File: config.mk
export PLATFORM = sky130hd
export DESIGN_NAME = shtp_spi_transfer_sequencer
export DESIGN_NICKNAME = d
export VERILOG_FILES = /design/src/hdl/shtp_pkg.sv /design/src/hdl/shtp_spi_transfer_sequencer.sv /design/src/hdl/shtp_front.sv /design/src/hdl/shtp_back.sv
export SDC_FILE = /design/constraint.sdc
export NUM_CORES = 1
export LEC_CHECK = 0
export BUFFER_PORTS_ARGS = -buffer_cell sky130_fd_sc_hd__buf_2
export CORE_UTILIZATION = 45
export CTS_BUF_LIST = sky130_fd_sc_hd__clkbuf_16
export DETAILED_ROUTE_END_ITERATION = 10
export SYNTH_ARGS = -nofsm -noshare
export SYNTH_HDL_FRONTEND = slang
export SYNTH_HIERARCHICAL = 1
export SYNTH_SLANG_ARGS = --single-unit
File: constraint.sdc
create_clock -name clock -period 11.2 [get_ports clock]
set_input_delay 0 -clock clock [delete_from_list [all_inputs] [get_ports clock]]
set_output_delay 0 -clock clock [all_outputs]
set_load 0.005 [all_outputs]
File: src/hdl/shtp_pkg.sv
package shtp_pkg;

   // Bus limits.
   localparam int MAX_TRANSFER = 1024;
   localparam int HEADER_BYTES = 4;

   // Field widths.
   localparam int ACT_W  = 3;
   localparam int TIME_W = 32;
   localparam int HDR_W  = 16;
   localparam int LEN_W  = 11;
   localparam int MLEN_W = 15;

   // Action codes on the request channel.
   localparam logic [ACT_W-1:0] ACT_IRQ       = 3'd0;
   localparam logic [ACT_W-1:0] ACT_HDR_DONE  = 3'd1;
   localparam logic [ACT_W-1:0] ACT_DATA_DONE = 3'd2;
   localparam logic [ACT_W-1:0] ACT_BUS_ERR   = 3'd3;
   localparam logic [ACT_W-1:0] ACT_QUEUE_TX  = 3'd4;

   // Status codes on the response channel.
   localparam logic [1:0] ST_OK      = 2'd0;
   localparam logic [1:0] ST_BUS_ERR = 2'd1;
   localparam logic [1:0] ST_IGNORED = 2'd2;

   // Header length word: bit 15 is a flag, all ones in the low bits means none.
   localparam logic [MLEN_W-1:0] LEN_NONE = 15'h7FFF;

   typedef enum logic [2:0] {
      EV_IRQ,
      EV_HDR_DONE,
      EV_DATA_DONE,
      EV_BUS_ERR,
      EV_QUEUE_TX,
      EV_UNKNOWN
   } ev_kind_type;

   // A classified event as it travels from the front end to the executor.
   typedef struct packed {
      ev_kind_type        kind;
      logic [TIME_W-1:0]  time_us;
      logic [MLEN_W-1:0]  rx_len;
      logic               q_zero;
      logic               q_too_long;
      logic [HDR_W-1:0]   tx_word;
   } cmd_type;

   // One response transfer.
   typedef struct packed {
      logic               start_transfer;
      logic [LEN_W-1:0]   transfer_len;
      logic               send_tx_data;
      logic               chip_select_level;
      logic               wake_level;
      logic               deliver;
      logic [LEN_W-1:0]   deliver_len;
      logic [TIME_W-1:0]  deliver_time;
      logic               tx_released;
      logic [1:0]         status;
   } rsp_type;

   // Handshake between the front end queue and the executor.
   typedef struct packed {
      logic valid;
      logic take;
   } link_type;

endpackage

File: src/hdl/shtp_spi_transfer_sequencer.sv
// Host-side sequencer for sensor-hub SPI transactions.
// Request channel: the host presents an event (action, time_us, rx_header,
// tx_length, tx_header) and raises req_push; the event is taken at a rising
// edge with req_push high and req_full low. Actions are interrupt, header
// complete, data complete, bus error and queue transmit.
// Response channel: every event yields exactly one response, in order. It is
// on the rsp_ ports while rsp_empty is low and is taken when rsp_pop is high.
// It tells whether to start a bus transfer and its length, the chip select
// and wake levels, a delivered packet with its timestamp, transmit release
// and a status code.
// Each taken event is registered in the front-end queue, executed by the
// back end and registered in the response queue before it is on the rsp_
// ports. One event per cycle is sustained while the response queue has
// room, that is while responses are taken.
// Configuration: csr_wr_en and csr_wr_data write the DFU mode bit, which
// makes all events but zero-length queue transmits be ignored.
// Reset (synchronous, active high) empties both queues, returns to idle with
// chip select and wake deasserted, and clears DFU mode.
// When rsp_pop stays low, two responses and then two events are buffered;
// after that req_full rises until responses are taken again.
module shtp_spi_transfer_sequencer (
   input  logic                          clock,
   input  logic                          reset,
   input  logic                          req_push,
   output logic                          req_full,
   input  logic [shtp_pkg::ACT_W-1:0]    req_action,
   input  logic [shtp_pkg::TIME_W-1:0]   req_time_us,
   input  logic [shtp_pkg::HDR_W-1:0]    req_rx_header,
   input  logic [shtp_pkg::LEN_W-1:0]    req_tx_length,
   input  logic [shtp_pkg::HDR_W-1:0]    req_tx_header,
   output logic                          rsp_empty,
   input  logic                          rsp_pop,
   output logic                          rsp_start_transfer,
   output logic [shtp_pkg::LEN_W-1:0]    rsp_transfer_len,
   output logic                          rsp_send_tx_data,
   output logic                          rsp_chip_select_level,
   output logic                          rsp_wake_level,
   output logic                          rsp_deliver,
   output logic [shtp_pkg::LEN_W-1:0]    rsp_deliver_len,
   output logic [shtp_pkg::TIME_W-1:0]   rsp_deliver_time,
   output logic                          rsp_tx_released,
   output logic [1:0]                    rsp_status,
   input  logic                          csr_wr_en,
   input  logic                          csr_wr_data
);
   import shtp_pkg::*;

   cmd_type  cmd;
   link_type link;
   rsp_type  rsp;

   // Front end: accepts and classifies events.
   shtp_front u_front (
      .clock     (clock),
      .reset     (reset),
      .push      (req_push),
      .full      (req_full),
      .action    (req_action),
      .time_us   (req_time_us),
      .rx_header (req_rx_header),
      .tx_length (req_tx_length),
      .tx_header (req_tx_header),
      .cmd       (cmd),
      .cmd_valid (link.valid),
      .cmd_take  (link.take)
   );

   // Back end: executes events and queues the responses.
   shtp_back u_back (
      .clock       (clock),
      .reset       (reset),
      .csr_wr_en   (csr_wr_en),
      .csr_wr_data (csr_wr_data),
      .cmd         (cmd),
      .cmd_valid   (link.valid),
      .cmd_take    (link.take),
      .rsp         (rsp),
      .empty       (rsp_empty),
      .pop         (rsp_pop)
   );

   assign rsp_start_transfer    = rsp.start_transfer;
   assign rsp_transfer_len      = rsp.transfer_len;
   assign rsp_send_tx_data      = rsp.send_tx_data;
   assign rsp_chip_select_level = rsp.chip_select_level;
   assign rsp_wake_level        = rsp.wake_level;
   assign rsp_deliver           = rsp.deliver;
   assign rsp_deliver_len       = rsp.deliver_len;
   assign rsp_deliver_time      = rsp.deliver_time;
   assign rsp_tx_released       = rsp.tx_released;
   assign rsp_status            = rsp.status;

endmodule

File: src/hdl/shtp_front.sv
module shtp_front (
   input  logic                          clock,
   input  logic                          reset,
   input  logic                          push,
   output logic                          full,
   input  logic [shtp_pkg::ACT_W-1:0]    action,
   input  logic [shtp_pkg::TIME_W-1:0]   time_us,
   input  logic [shtp_pkg::HDR_W-1:0]    rx_header,
   input  logic [shtp_pkg::LEN_W-1:0]    tx_length,
   input  logic [shtp_pkg::HDR_W-1:0]    tx_header,
   output shtp_pkg::cmd_type             cmd,
   output logic                          cmd_valid,
   input  logic                          cmd_take
);
   import shtp_pkg::*;

   cmd_type    slot_ff [2];
   logic       wr_ptr_ff, wr_ptr_in;
   logic       rd_ptr_ff, rd_ptr_in;
   logic [1:0] count_ff, count_in;
   cmd_type    classified;
   logic       accept;

   // Classify the incoming event and pre-compute its length terms.
   always_comb begin
      classified.time_us = time_us;
      if (rx_header[MLEN_W-1:0] == LEN_NONE) begin
         classified.rx_len = '0;
      end else begin
         classified.rx_len = rx_header[MLEN_W-1:0];
      end
      classified.q_zero     = (tx_length == '0);
      classified.q_too_long = (tx_length > LEN_W'(MAX_TRANSFER));
      if (tx_length == LEN_W'(1)) begin
         classified.tx_word = {8'h00, tx_header[7:0]};
      end else begin
         classified.tx_word = tx_header;
      end
      case (action)
         ACT_IRQ:       classified.kind = EV_IRQ;
         ACT_HDR_DONE:  classified.kind = EV_HDR_DONE;
         ACT_DATA_DONE: classified.kind = EV_DATA_DONE;
         ACT_BUS_ERR:   classified.kind = EV_BUS_ERR;
         ACT_QUEUE_TX:  classified.kind = EV_QUEUE_TX;
         default:       classified.kind = EV_UNKNOWN;
      endcase
   end

   // Two-entry queue towards the executor.
   assign full      = (count_ff == 2'd2);
   assign accept    = push & ~full;
   assign cmd_valid = (count_ff != 2'd0);
   assign cmd       = slot_ff[rd_ptr_ff];

   always_comb begin
      wr_ptr_in = wr_ptr_ff ^ accept;
      rd_ptr_in = rd_ptr_ff ^ cmd_take;
      count_in  = count_ff + {1'b0, accept} - {1'b0, cmd_take};
   end

   always_ff @(posedge clock) begin
      if (reset) begin
         wr_ptr_ff <= 1'b0;
         rd_ptr_ff <= 1'b0;
         count_ff  <= 2'd0;
      end else begin
         wr_ptr_ff <= wr_ptr_in;
         rd_ptr_ff <= rd_ptr_in;
         count_ff  <= count_in;
      end
   end

   // Queue storage needs no reset.
   always_ff @(posedge clock) begin
      if (accept) begin
         slot_ff[wr_ptr_ff] <= classified;
      end
   end

endmodule

File: src/hdl/shtp_back.sv
module shtp_back (
   input  logic                 clock,
   input  logic                 reset,
   input  logic                 csr_wr_en,
   input  logic                 csr_wr_data,
   input  shtp_pkg::cmd_type    cmd,
   input  logic                 cmd_valid,
   output logic                 cmd_take,
   output shtp_pkg::rsp_type    rsp,
   output logic                 empty,
   input  logic                 pop
);
   import shtp_pkg::*;

   typedef enum logic [2:0] {
      DEV_READY  = 3'b001,
      DEV_BUSY   = 3'b010,
      DEV_NEWINT = 3'b100
   } dev_state_type;

   typedef enum logic [2:0] {
      PH_IDLE = 3'b001,
      PH_DATA = 3'b010,
      PH_HDR  = 3'b100
   } phase_type;

   dev_state_type      dev_ff, dev_in;
   phase_type          phase_ff, phase_in;
   logic [TIME_W-1:0]  cur_time_ff, cur_time_in;
   logic [TIME_W-1:0]  pend_time_ff, pend_time_in;
   logic               tx_pending_ff, tx_pending_in;
   logic               tx_in_use_ff, tx_in_use_in;
   logic [HDR_W-1:0]   tx_word_ff, tx_word_in;
   logic [LEN_W-1:0]   rx_count_ff, rx_count_in;
   logic               cs_ff, cs_in;
   logic               wake_ff, wake_in;
   logic               dfu_ff;

   rsp_type            slot_ff [2];
   logic               wr_ptr_ff, rd_ptr_ff;
   logic [1:0]         count_ff, count_in;
   logic               rsp_pop;
   rsp_type            result;

   // Write the mode bit only while the block is quiet; nothing enforces it.
   always_ff @(posedge clock) begin
      if (reset) begin
         dfu_ff <= 1'b0;
      end else if (csr_wr_en) begin
         dfu_ff <= csr_wr_data;
      end
   end

   // An event is executed whenever one waits and the response queue has room.
   assign cmd_take = cmd_valid & (count_ff != 2'd2);

   // Execute one event against the transaction state.
   always_comb begin
      logic [MLEN_W-1:0] txl;
      logic [MLEN_W-1:0] wide_len;
      logic [LEN_W-1:0]  len;
      logic              do_finish;
      logic              fin_deliver;

      dev_in        = dev_ff;
      phase_in      = phase_ff;
      cur_time_in   = cur_time_ff;
      pend_time_in  = pend_time_ff;
      tx_pending_in = tx_pending_ff;
      tx_in_use_in  = tx_in_use_ff;
      tx_word_in    = tx_word_ff;
      rx_count_in   = rx_count_ff;
      cs_in         = cs_ff;
      wake_in       = wake_ff;
      result        = '0;
      result.status = ST_OK;
      do_finish     = 1'b0;
      fin_deliver   = 1'b0;

      // Larger of both header lengths, clamped to the bus maximum.
      txl = tx_in_use_ff ? tx_word_ff[MLEN_W-1:0] : '0;
      wide_len = (txl > cmd.rx_len) ? txl : cmd.rx_len;
      if (wide_len > MLEN_W'(MAX_TRANSFER)) begin
         len = LEN_W'(MAX_TRANSFER);
      end else begin
         len = wide_len[LEN_W-1:0];
      end

      case (cmd.kind)
         EV_IRQ: begin
            if (dfu_ff) begin
               result.status = ST_IGNORED;
            end else if (dev_ff == DEV_READY) begin
               dev_in       = DEV_BUSY;
               cur_time_in  = cmd.time_us;
               cs_in        = 1'b0;
               tx_in_use_in = tx_pending_ff;
               if (tx_pending_ff) begin
                  wake_in = 1'b1;
               end
               phase_in              = PH_HDR;
               rx_count_in           = LEN_W'(HEADER_BYTES);
               result.start_transfer = 1'b1;
               result.transfer_len   = LEN_W'(HEADER_BYTES);
               result.send_tx_data   = tx_pending_ff;
            end else begin
               pend_time_in = cmd.time_us;
               dev_in       = DEV_NEWINT;
            end
         end
         EV_HDR_DONE: begin
            if (dfu_ff || (phase_ff != PH_HDR)) begin
               result.status = ST_IGNORED;
            end else if (len <= LEN_W'(HEADER_BYTES)) begin
               do_finish   = 1'b1;
               fin_deliver = 1'b1;
            end else begin
               phase_in              = PH_DATA;
               rx_count_in           = len;
               result.start_transfer = 1'b1;
               result.transfer_len   = len - LEN_W'(HEADER_BYTES);
               result.send_tx_data   = tx_in_use_ff;
            end
         end
         EV_DATA_DONE: begin
            if (dfu_ff || (phase_ff != PH_DATA)) begin
               result.status = ST_IGNORED;
            end else begin
               do_finish   = 1'b1;
               fin_deliver = 1'b1;
            end
         end
         EV_BUS_ERR: begin
            if (dfu_ff || (phase_ff == PH_IDLE)) begin
               result.status = ST_IGNORED;
            end else begin
               result.status = ST_BUS_ERR;
               do_finish     = 1'b1;
            end
         end
         EV_QUEUE_TX: begin
            if (cmd.q_zero) begin
               result.status = ST_OK;
            end else if (dfu_ff || tx_pending_ff || cmd.q_too_long) begin
               result.status = ST_IGNORED;
            end else begin
               tx_word_in    = cmd.tx_word;
               tx_pending_in = 1'b1;
               wake_in       = 1'b0;
            end
         end
         default: begin
            result.status = ST_IGNORED;
         end
      endcase

      // Finish: release the bus and the transmit slot, hand up the packet (not on
      // a bus error) and restart at once if an interrupt came in meanwhile.
      if (do_finish) begin
         phase_in           = PH_IDLE;
         result.tx_released = tx_pending_ff;
         tx_pending_in      = 1'b0;
         tx_in_use_in       = 1'b0;
         cs_in              = 1'b1;
         if (fin_deliver && (rx_count_ff != '0)) begin
            result.deliver      = 1'b1;
            result.deliver_len  = rx_count_ff;
            result.deliver_time = cur_time_ff;
         end
         if (dev_ff == DEV_NEWINT) begin
            cur_time_in           = pend_time_ff;
            dev_in                = DEV_BUSY;
            cs_in                 = 1'b0;
            phase_in              = PH_HDR;
            rx_count_in           = LEN_W'(HEADER_BYTES);
            result.start_transfer = 1'b1;
            result.transfer_len   = LEN_W'(HEADER_BYTES);
            result.send_tx_data   = 1'b0;
         end else begin
            dev_in = DEV_READY;
         end
      end

      result.chip_select_level = cs_in;
      result.wake_level        = wake_in;
   end

   always_ff @(posedge clock) begin
      if (reset) begin
         dev_ff        <= DEV_READY;
         phase_ff      <= PH_IDLE;
         cur_time_ff   <= '0;
         pend_time_ff  <= '0;
         tx_pending_ff <= 1'b0;
         tx_in_use_ff  <= 1'b0;
         tx_word_ff    <= '0;
         rx_count_ff   <= '0;
         cs_ff         <= 1'b1;
         wake_ff       <= 1'b1;
      end else if (cmd_take) begin
         dev_ff        <= dev_in;
         phase_ff      <= phase_in;
         cur_time_ff   <= cur_time_in;
         pend_time_ff  <= pend_time_in;
         tx_pending_ff <= tx_pending_in;
         tx_in_use_ff  <= tx_in_use_in;
         tx_word_ff    <= tx_word_in;
         rx_count_ff   <= rx_count_in;
         cs_ff         <= cs_in;
         wake_ff       <= wake_in;
      end
   end

   // Two-entry response queue.
   assign empty   = (count_ff == 2'd0);
   assign rsp_pop = pop & ~empty;
   assign rsp     = slot_ff[rd_ptr_ff];

   always_comb begin
      count_in = count_ff + {1'b0, cmd_take} - {1'b0, rsp_pop};
   end

   always_ff @(posedge clock) begin
      if (reset) begin
         wr_ptr_ff <= 1'b0;
         rd_ptr_ff <= 1'b0;
         count_ff  <= 2'd0;
      end else begin
         wr_ptr_ff <= wr_ptr_ff ^ cmd_take;
         rd_ptr_ff <= rd_ptr_ff ^ rsp_pop;
         count_ff  <= count_in;
      end
   end

   always_ff @(posedge clock) begin
      if (cmd_take) begin
         slot_ff[wr_ptr_ff] <= result;
      end
   end

endmodule

---- Word-level counts from Yosys, hierarchy flattened ----
Memory sizes are Yosys's and may differ from the RTL's. A register that Yosys moved wholly into a read port is not among the register bits.
Index checks and enable logic that the tools add are counted.
operators by class
  $add $sub $neg .......................... 5
  $lt $le $gt $ge ......................... 4
  equality and inequality tests ........... 24
  mux-type cells .......................... 77
  bitwise operators ....................... 13
  reductions and logical operators ........ 22
operator list
  operator                count
  $mux W32                5
  $mux W13                6
  $mux W11                7
  $mux W15                3
  $mux W45                1
  $mux W44                1
  $mux W3                 10
  $mux W1                 28
  $pmux W13 S2            1
  $pmux W11 S2            1
  $mux W16                1
  $reduce_and A4 Y1       4
  $eq A15 B15 Y1 const B  1
  $gt A15 B11 Y1 const B  1
  $gt A15 B15 Y1          1
  $pmux W3 S5             1
  $mux W2                 7
  $eq A3 B1 Y1 const B    4
  $eq A3 B2 Y1 const B    4
  $ne A3 B3 Y1 const B    4
  $eq A11 B1 Y1 const B   1
  $gt A11 B11 Y1 const B  1
  $le A11 B3 Y1 const B   1
  $logic_not A11 Y1       1
  25 further kinds        50
word-level totals
  register bits ........................... 109
  RAM bits ................................ 260
  input port bits ......................... 84
  output and inout port bits .............. 64
  logic and storage cells ................. 164
  memories ................................ 2
memory list
  memory           depth  bits a word  rd ports  clocked after memory_dff  wr ports  line              RTL
  u_front.slot_ff  2      68           1         1                         1         shtp_front.sv:17  cmd_type slot_ff [2];
  u_back.slot_ff   2      62           1         1                         1         shtp_back.sv:39   rsp_type slot_ff [2];

---- Depth between registers and ports, before layout ----
  depth after elaboration ................. 12
  gate-level depth with buffers ........... 16
  depth with buffers taken out ............ 11

---- By module ----
The synthesis kept the hierarchy.
by module, submodules not included
  module      times used  cells each  area an instance (sq um)  seq. area each (sq um)
  shtp_back   1           943         10,460.0                  5,825.6
  shtp_front  1           304         5,577.8                   4,164.0

---- Worst setup path after synthesis ----
Ideal clock, no wire load.
  kind .................................... flip-flop to flip-flop
  from .................................... register u_front.count_ff[1]
  to ...................................... memory u_back/slot_ff[0][0] (netlist name) (enable)
  setup time .............................. 0.427 ns
  arrival ................................. 3.240 ns
  data required time ...................... 10.773 ns
  path slack .............................. 7.533 ns
  stages on the path, launching flop included .. 7
  path buffers ............................ 2
  period minus slack after synthesis ...... 3.667 ns
  cell sequence ........................... dfxtp_1 or2_2 o21ai_0 inv_1 clkbuf_1 buf_1 ha_1
RTL lines
  element                   line              RTL
  start: declaration        shtp_front.sv:20  logic [1:0] count_ff, count_in;
  start signal: assignment  shtp_front.sv:69  count_ff <= count_in;
  end: declaration          shtp_back.sv:39

==> impl_metrics.env <==
export IMPL_wl_per_cell_um=17.4
export IMPL_r2r_cells=12
export IMPL_post_route_period_util_pct=48.6
export IMPL_cap_violations=0
export IMPL_outcome="finished clean"
export IMPL_slew_headroom_pct=28.2
export IMPL_pin_count=148
export IMPL_r2r_end="u_back/slot_ff[1][11]$_DFFE_PP_"
export IMPL_initial_core_util_pct=46.0
export IMPL_cp_max_fo=53
export IMPL_grt_pass1_wl_um=52400
export IMPL_drt_total_wl_um=33500
export IMPL_clk_pin_slew_ps=60
export IMPL_min_path_cells=3
export IMPL_drc=0
export IMPL_cp_startpoint="u_front/rd_ptr_ff$_SDFF_PP0_"
export IMPL_detail_route_antenna_nets=0
export IMPL_dp_hpwl_um=21000
export IMPL_leakagePower_nw=6.80
export IMPL_postCtsSetupRepairBufs=0
export IMPL_whs_ps=38.3
export IMPL_hold_viol_final=0
export IMPL_num_vias=10000
export IMPL_rows=68
export IMPL_first_pass_iters=5
export IMPL_top_usage_layer="met1"
export IMPL_cts_made_buffers=38
export IMPL_p_per_area_nw_per_um2=211
export IMPL_rsz0062_at_grt="false"
export IMPL_cts_tree="yes"
export IMPL_gp_congestion=0.874
export IMPL_dieArea_sq_um=36200
export IMPL_worstSetupPathType="flip-flop to flip-flop"
export IMPL_timing_fmax_mhz=184
export IMPL_crit_arrival_ps=5800
export IMPL_use_met1_pct=27.8
export IMPL_die_y_um=190
export IMPL_syn_area_sq_um=16000
export IMPL_grt_util_met3_pct=3.02
export IMPL_port_buffers=145
export IMPL_end_kind="flip-flop"
export IMPL_first_iter_violations=719
export IMPL_holdBufCountCts=75
export IMPL_grt_pass1_vias=9764
export IMPL_drive_gt1_share_pct=26.6
export IMPL_cts_root_buf="clkbuf_16"
export IMPL_htreeDepth=2
export IMPL_grtUsageTotal_pct=18.4
export IMPL_setup_viol=0
export IMPL_cts_repair_resize_count=0
export IMPL_finalSetupTns_ps=0
export IMPL_power_mw=3.99
export IMPL_clk_latency_ps=520
export IMPL_cts_num_sinks=367
export IMPL_rr_startpoint="u_front/rd_ptr_ff$_SDFF_PP0_"
export IMPL_min_from="req_tx_length[1]"
export IMPL_core_sq_um=34700
export IMPL_diodes=0
export IMPL_cts_buffer_depth=3
export IMPL_crit_required_ps=11560
export IMPL_r2r_slack_ps=5760
export IMPL_endpoint="u_back/slot_ff[1][11]$_DFFE_PP_"
export IMPL_areaGrowthSynthToFinish_pct=18.5
export IMPL_worstMarginPinSlew_ps=1080
export IMPL_yosysWarnings=6
export IMPL_antenna_found_initial=0
export IMPL_via_per_inst=5.21
export IMPL_startpoint_type="flip-flop"
export IMPL_final_area_sq_um=18900
export IMPL_drv_slew=0
export IMPL_overflow=0
export IMPL_grt_max_degree=86
export IMPL_avgSynthCellArea_sq_um=12.8
export IMPL_syn_inst=1242
export IMPL_layout_nets=1549
export IMPL_dieWidth_um=190
export IMPL_dpl_cell_area_sq_um=17000
export IMPL_hold_class="primary input to flip-flop"
export IMPL_grt_met2_usage_pct=27.6
export IMPL_fillCellCount=2947
export IMPL_ir_worst_vdd_v=0.000168
export IMPL_postLayoutCoreUtil_pct=54.4
export IMPL_finClkSkew_ps=16.3
export IMPL_period_needed_ps=5440
critical path, cell delays in order, from the launching register on:
cell and delay (ps):
dfxtp_2 590, buf_4 660, mux2_2 430, inv_1 110, ha_1 250, a211oi_1 220, o21bai_1 150, o21ai_0 360
a221oi_2 170, a21oi_1 850, nand3_2 350, a21oi_4 780, and2_1 270
cell type report:
class / instances / area, sq um / share of cell area, %
well taps: 455 / 569 / 3.01
clock inverters: 30 / 153 / 0.808
clock buffers: 39 / 976 / 5.16
flip-flops and latches: 367 / 9930 / 52.6
inverters: 116 / 435 / 2.30
multi-input cells: 686 / 5260 / 27.8
repair buffers: 233 / 1580 / 8.34
power by group:
part	leakage (nW)	internal (mW)	total (mW)	switching, mW
clock	0.619	0.651	1.14	0.492
sequential	3.31	1.73	1.80	0.0697
combinational	2.87	0.444	1.05	0.602
state kept, by name, indices dropped and copies added (netlist names):
register and count:
u_back/cur_time_ff 32, u_front/slot_ff 134, u_back/wake_ff 1, u_back/tx_in_use_ff 1
u_back/rd_ptr_ff 1, u_back/dfu_ff 1, u_back/rx_count_ff 11, u_back/wr_ptr_ff 1
u_front/rd_ptr_ff 1, u_front/count_ff 2, u_front/wr_ptr_ff 1, u_back/dev_ff 3
u_back/tx_word_ff 15, u_back/cs_ff 1, u_back/tx_pending_ff 1, u_back/slot_ff 124
u_back/phase_ff 3, u_back/count_ff 2, u_back/pend_time_ff 32
placed cells by master (no fill, tap or decap), drive strengths merged, types with 7 or more instances in the layout:
master / instances
edfxtp: 258
buf: 158
inv: 134
mux2: 129
nand2: 121
dfxtp: 109
dlygate4sd3: 75
a21oi: 70
and2: 58
o2bb2ai: 42
clkbuf: 39
nor2: 38
a221oi: 34
a41oi: 24
ha: 23
o21ai: 16
nor3: 12
nor4: 10
clkinv: 10
nand3: 9
mux2i: 8
xnor2: 8
nand2b: 7
nor2b: 7
routing by layer:
metal	vias to the layer above	part of all wire (%)	wire length (um)
li1	4938	-	-
met4	0	1.7	565
met3	42	5.2	1740
met2	252	44	14600
met5	-	0	0
met1	4806	50	16600
worst min path at each step:
stage and end:
3_3_place_gp u_front/slot_ff[0][4]$_DFFE_PP_, 3_5_place_dp u_front/slot_ff[1][5]$_DFFE_PP_, 5_1_grt u_front/slot_ff[0][17]$_DFFE_PP_, 2_1_floorplan u_front/wr_ptr_ff$_SDFF_PP0_, 6_report u_front/slot_ff[0][12]$_DFFE_PP_, 4_1_cts u_front/slot_ff[1][12]$_DFFE_PP_
per-stage QoR:
| stage | std cells | worst slack, ps |
|---|---|---|
| floorplan | 1243 | 7530 |
| global placement | 1782 | 5910 |
| detailed placement | 1782 | 5830 |
| CTS | 1926 | 5770 |
| global route | 1926 | 5360 |
| finish | 1926 | 5760 |
(Power assumes the default switching activity.)
